===== src/sv/rfva_pkg.sv =====
// ============================================================================
// rfva_pkg
// Shared types and codes for the ring allocator of variable-size blocks.
// ============================================================================
package rfva_pkg;

    localparam int ACTION_W  = 2;
    localparam int REQ_W     = 12;
    localparam int OFFSET_W  = 13;
    localparam int STATUS_W  = 3;
    localparam int LEN_W     = 13;
    localparam int MIN_BYTES = 8;

    // register index of buffer_size
    localparam logic REG_BUFFER_SIZE = 1'b0;

    typedef enum logic [ACTION_W-1:0] {
        ACT_ALLOC = 2'd0,
        ACT_UNDO  = 2'd1,
        ACT_FREE  = 2'd2,
        ACT_QUERY = 2'd3
    } action_t;

    typedef enum logic [STATUS_W-1:0] {
        STAT_OK     = 3'd0,
        STAT_FULL   = 3'd1,
        STAT_BADPTR = 3'd2,
        STAT_ORDER  = 3'd3,
        STAT_SIZE   = 3'd4,
        STAT_UNDO   = 3'd5
    } status_t;

    typedef enum logic [1:0] {
        ST_CLEAR,
        ST_IDLE,
        ST_EXEC
    } ctrl_state_t;

    // controller -> datapath
    typedef struct packed {
        logic clear_en;   // one length-store entry cleared this cycle
        logic accept;     // input word taken, header read issued
        logic exec;       // update state and load the result register
    } dp_cmd_t;

    // datapath -> controller
    typedef struct packed {
        logic clear_done; // last entry of the clearing pass
    } dp_stat_t;

    typedef struct packed {
        logic                we;
        logic [OFFSET_W-1:0] value;
    } cfg_wr_t;

endpackage


===== src/sv/rfva_ctrl.sv =====
// ============================================================================
// rfva_ctrl
// Sequencer: clearing pass, accept, execute, result handshake.
// ============================================================================
module rfva_ctrl (
    input  logic               aclk,
    input  logic               aresetn,
    input  logic               s_valid,
    output logic               s_ready,
    output logic               m_valid,
    input  logic               m_ready,
    input  rfva_pkg::dp_stat_t stat,
    output rfva_pkg::dp_cmd_t  cmd
);

    rfva_pkg::ctrl_state_t state_reg, state_next;
    logic m_valid_reg, m_valid_next;
    logic out_free;

    assign out_free = !m_valid_reg || m_ready;

    always_ff @(posedge aclk) begin
        if (!aresetn) begin
            state_reg   <= rfva_pkg::ST_CLEAR;
            m_valid_reg <= 1'b0;
        end else begin
            state_reg   <= state_next;
            m_valid_reg <= m_valid_next;
        end
    end

    // next state
    always_comb begin
        state_next = state_reg;
        unique case (state_reg)
            rfva_pkg::ST_CLEAR: begin
                if (stat.clear_done) state_next = rfva_pkg::ST_IDLE;
            end
            rfva_pkg::ST_IDLE: begin
                if (s_valid) state_next = rfva_pkg::ST_EXEC;
            end
            rfva_pkg::ST_EXEC: begin
                if (out_free) state_next = rfva_pkg::ST_IDLE;
            end
            default: state_next = rfva_pkg::ST_CLEAR;
        endcase
    end

    // outputs
    always_comb begin
        cmd.clear_en = (state_reg == rfva_pkg::ST_CLEAR);
        cmd.accept   = (state_reg == rfva_pkg::ST_IDLE) && s_valid;
        cmd.exec     = (state_reg == rfva_pkg::ST_EXEC) && out_free;
        s_ready      = (state_reg == rfva_pkg::ST_IDLE);
        if (cmd.exec) begin
            m_valid_next = 1'b1;
        end else if (m_ready) begin
            m_valid_next = 1'b0;
        end else begin
            m_valid_next = m_valid_reg;
        end
    end

    assign m_valid = m_valid_reg;

endmodule


===== config.mk =====
export PLATFORM = sky130hd
export DESIGN_NAME = rfva_ctrl
export DESIGN_NICKNAME = d
export VERILOG_FILES = /design/src/sv/rfva_pkg.sv /design/src/sv/rfva_ctrl.sv
export SDC_FILE = /design/constraint.sdc
export NUM_CORES = 1
export LEC_CHECK = 0
export BUFFER_PORTS_ARGS = -buffer_cell sky130_fd_sc_hd__buf_2
export CAP_MARGIN = 20
export CELL_PAD_IN_SITES_DETAIL_PLACEMENT = 1
export CELL_PAD_IN_SITES_GLOBAL_PLACEMENT = 1
export CORE_AREA = 3 3 40 42
export CTS_CLUSTER_DIAMETER = 40
export CTS_CLUSTER_SIZE = 16
export DETAILED_ROUTE_END_ITERATION = 6
export DIE_AREA = 0 0 43 45
export PLACE_DENSITY_LB_ADDON = 0.3
export SETUP_SLACK_MARGIN = 0.02
export SLEW_MARGIN = 20
export SYNTH_ARGS = -nofsm -noshare
export SYNTH_HDL_FRONTEND = slang
export SYNTH_SLANG_ARGS = --single-unit

===== constraint.sdc =====
create_clock -name aclk -period 1.24 [get_ports aclk]
set_input_delay 0.248 -clock aclk [delete_from_list [all_inputs] [get_ports aclk]]
set_output_delay 0.248 -clock aclk [all_outputs]
set_load 0.1 [all_outputs]

==> impl_results.md <==
- Status: finished with violations
- Failing checks: setup timing
- # nets final: 37
- Internal power: about 0.29 mW
- Leading cell types in the layout, fill and taps excluded: 5 x buf_12, 4 x buf_2, 3 x clkbuf_4
- Switching Fraction: 0.359
- Number of setup violations in the final report: 4
- Die X: about 43 microns
- Filler cell count in the final layout: between 100 and 150
- Top cells by area, synth: dfxtp_1 35%, o41ai_2 9.4%, nand2b_1 7.2%
- Area of the multi-input gates: between 100 and 150 sq um
- CTS Buffer Depth: 2
- Fraction of layout cells with a size suffix above 1: 0.710
- VDD IR max: between 0.3 and 0.4 mV
- Crit path DAT: 1060 ps
- TritonRoute pass-1 iters: 1
- Yosys top cell area share: 0.345
- Worst-path clk slew: 40 ps
- Port bufs: 9
- Largest net degree at the start of global routing: 9
- Grt ovf: 0
- Cells after Synth: 18
- Seq. cell area: 68.8 sq um
- Site Rows: 13
- Worst Setup Start Kind: flop
- Critical Path RT: 990 ps
- Setup CP Type: reg -> out
- Layout Skew: 1.49 ps
- Post-DP HPWL: 374 microns
- Post-CTS setup buffers: 0
- Setup WS post-layout: -64.2 ps
- Clock Latency Late Sink: 230 ps
- Wire length per cell: 10.7 microns
- Drc violations: 0
- Max reg flops: 2
- Distinct cells, synth: 14
- Minimum clock period: 1300 ps
- Switching power: about 0.16 mW
- Register share of total power: 0.241
- First-pass GRT wire length: around 830 microns
- Drt total wl: 492 microns
- CTS buffer count: 3
- RSZ-0062 raised after global routing: true
- Routed vias: 181
- Io pins: 10
- Max-slew headroom: 0.810
- Die height: 45 microns
- Met1 usage: 0.0408
- Vias in the first global route: a little over 200
- Met3 usage: 0.0359
- Die ar.: approximately 1900 sq um
- CP max FO: 8
- Clock Tree Root: clkbuf_4
- Most common cell after layout, fill and taps aside: buf_12
- Static Leak: 0.165 nW
- GR Layer Usage met2: 0.120
- Mean Syn Cell Area: around 9.7 sq um
- Sink Count: 3
- Slew Viols, Final: 0
- Iteration-0 DRC Markers: 0
- Design Power: 0.455 mW
- Register area share after synthesis: 0.345
- Area leader, netlist: dfxtp_1
- Core ar.: 1280 sq um
- FMAX: 767 MHz
- Antenna diode count: 0
- Yosys reg bits: 3
- Gp weighted congestion: 0.612
- DRT antenna net count: 0
- # H-tree levels: 1
- Synthesized area: roughly 170 sq um
- Combinational Power Share: 0.392
- Antenna violations before repair: 0
- Worst slack at placement: between 40 and 50 ps
- Detailed-route vias per instance: 3.93
- Final hold violation count: 0
- P per Cell Area: 1230 nW/um^2
- Area growth syn-to-layout: 113%
- CP endpoint kind: output port
- Final Cycle Share: 1.05
- GRT Overall Usage: 0.0623
- Slew @ Worst Pin: 281 ps
- HP Class: in -> reg
- CTS tree: built
- Syn Nets: 23
- Initial core utilization: 0.135
- Part of the power in the clock network: 0.367
- Grt peak-use layer: met2
- Synth warn: 0
- Max-Cap Viols: 0
## critical path, cell delays in order (launching register included)
cell and delay (ps):
dfxtp_4 360, and3b_2 280, buf_12 180
## final timing paths
path,from,endpoint,slack [ps],depth (start not counted)
max,state_reg[1],cmd[1],-60,2
max reg2reg,state_reg[1],state_reg[0],280,2
min,aresetn,state_reg[1],260,2
min reg2reg,m_valid,m_valid,550,2
## layer usage
metal  wire length [microns]  up-vias  share of wire
met5                       0        -              0
met4                       0        0              0
met3                      38        0          0.077
met2                     320        4           0.65
met1                     134       88           0.27
li1                        -       89              -
## area by class of cell
cell class	instances	area share
multi-input cells	13	0.328
clock buffers	4	0.0709
inverters	1	0.0101
well taps	15	0.0507
repair buffers	10	0.355
flip-flops and latches	3	0.186
## power groups by stage
stage	combinational, mW	clock [mW]	sequential (mW)
2_1_floorplan	0.100	0	0.116
3_3_place_gp	0.171	0	0.109
3_5_place_dp	0.173	0	0.110
4_1_cts	0.179	0.177	0.109
5_1_grt	0.185	0.193	0.111
6_report	0.178	0.167	0.110
## stage by stage
stage / setup TNS, ps / util / instances / cell area, sq um / hold slack (ps)
3_3_place_gp: 0 / 0.249 / 42 / 320 / 495
6_report: -168 / 0.288 / 46 / 370 / 264
4_1_cts: -203 / 0.288 / 46 / 370 / 259
5_1_grt: -354 / 0.288 / 46 / 370 / 263
3_5_place_dp: 0 / 0.249 / 42 / 320 / 503
2_1_floorplan: -165 / - / 18 / 185 / 366
## cell families after synthesis
kind of cell	share of synthesized area
and+or+nand+nor	0.425
AOI/OAI and AO/OA	0.165
buffers and inverters	0.0647
DFF	0.345
## synthesized netlist by cell type, drive strengths merged
cell type,n
nand4bb,1
buf,1
a21oi,1
nor2,2
o41ai,1
nor2b,1
nand2b,2
dfxtp,3
o21a,1
nor4bb,1
and3b,2
inv,1
and2b,1
## repair_timing
item                                    CTS  global route
hold buffers                              0             0
gates resized for setup                   7             0
endpoints found under the setup margin    4             4
(Power assumes the default switching activity.)
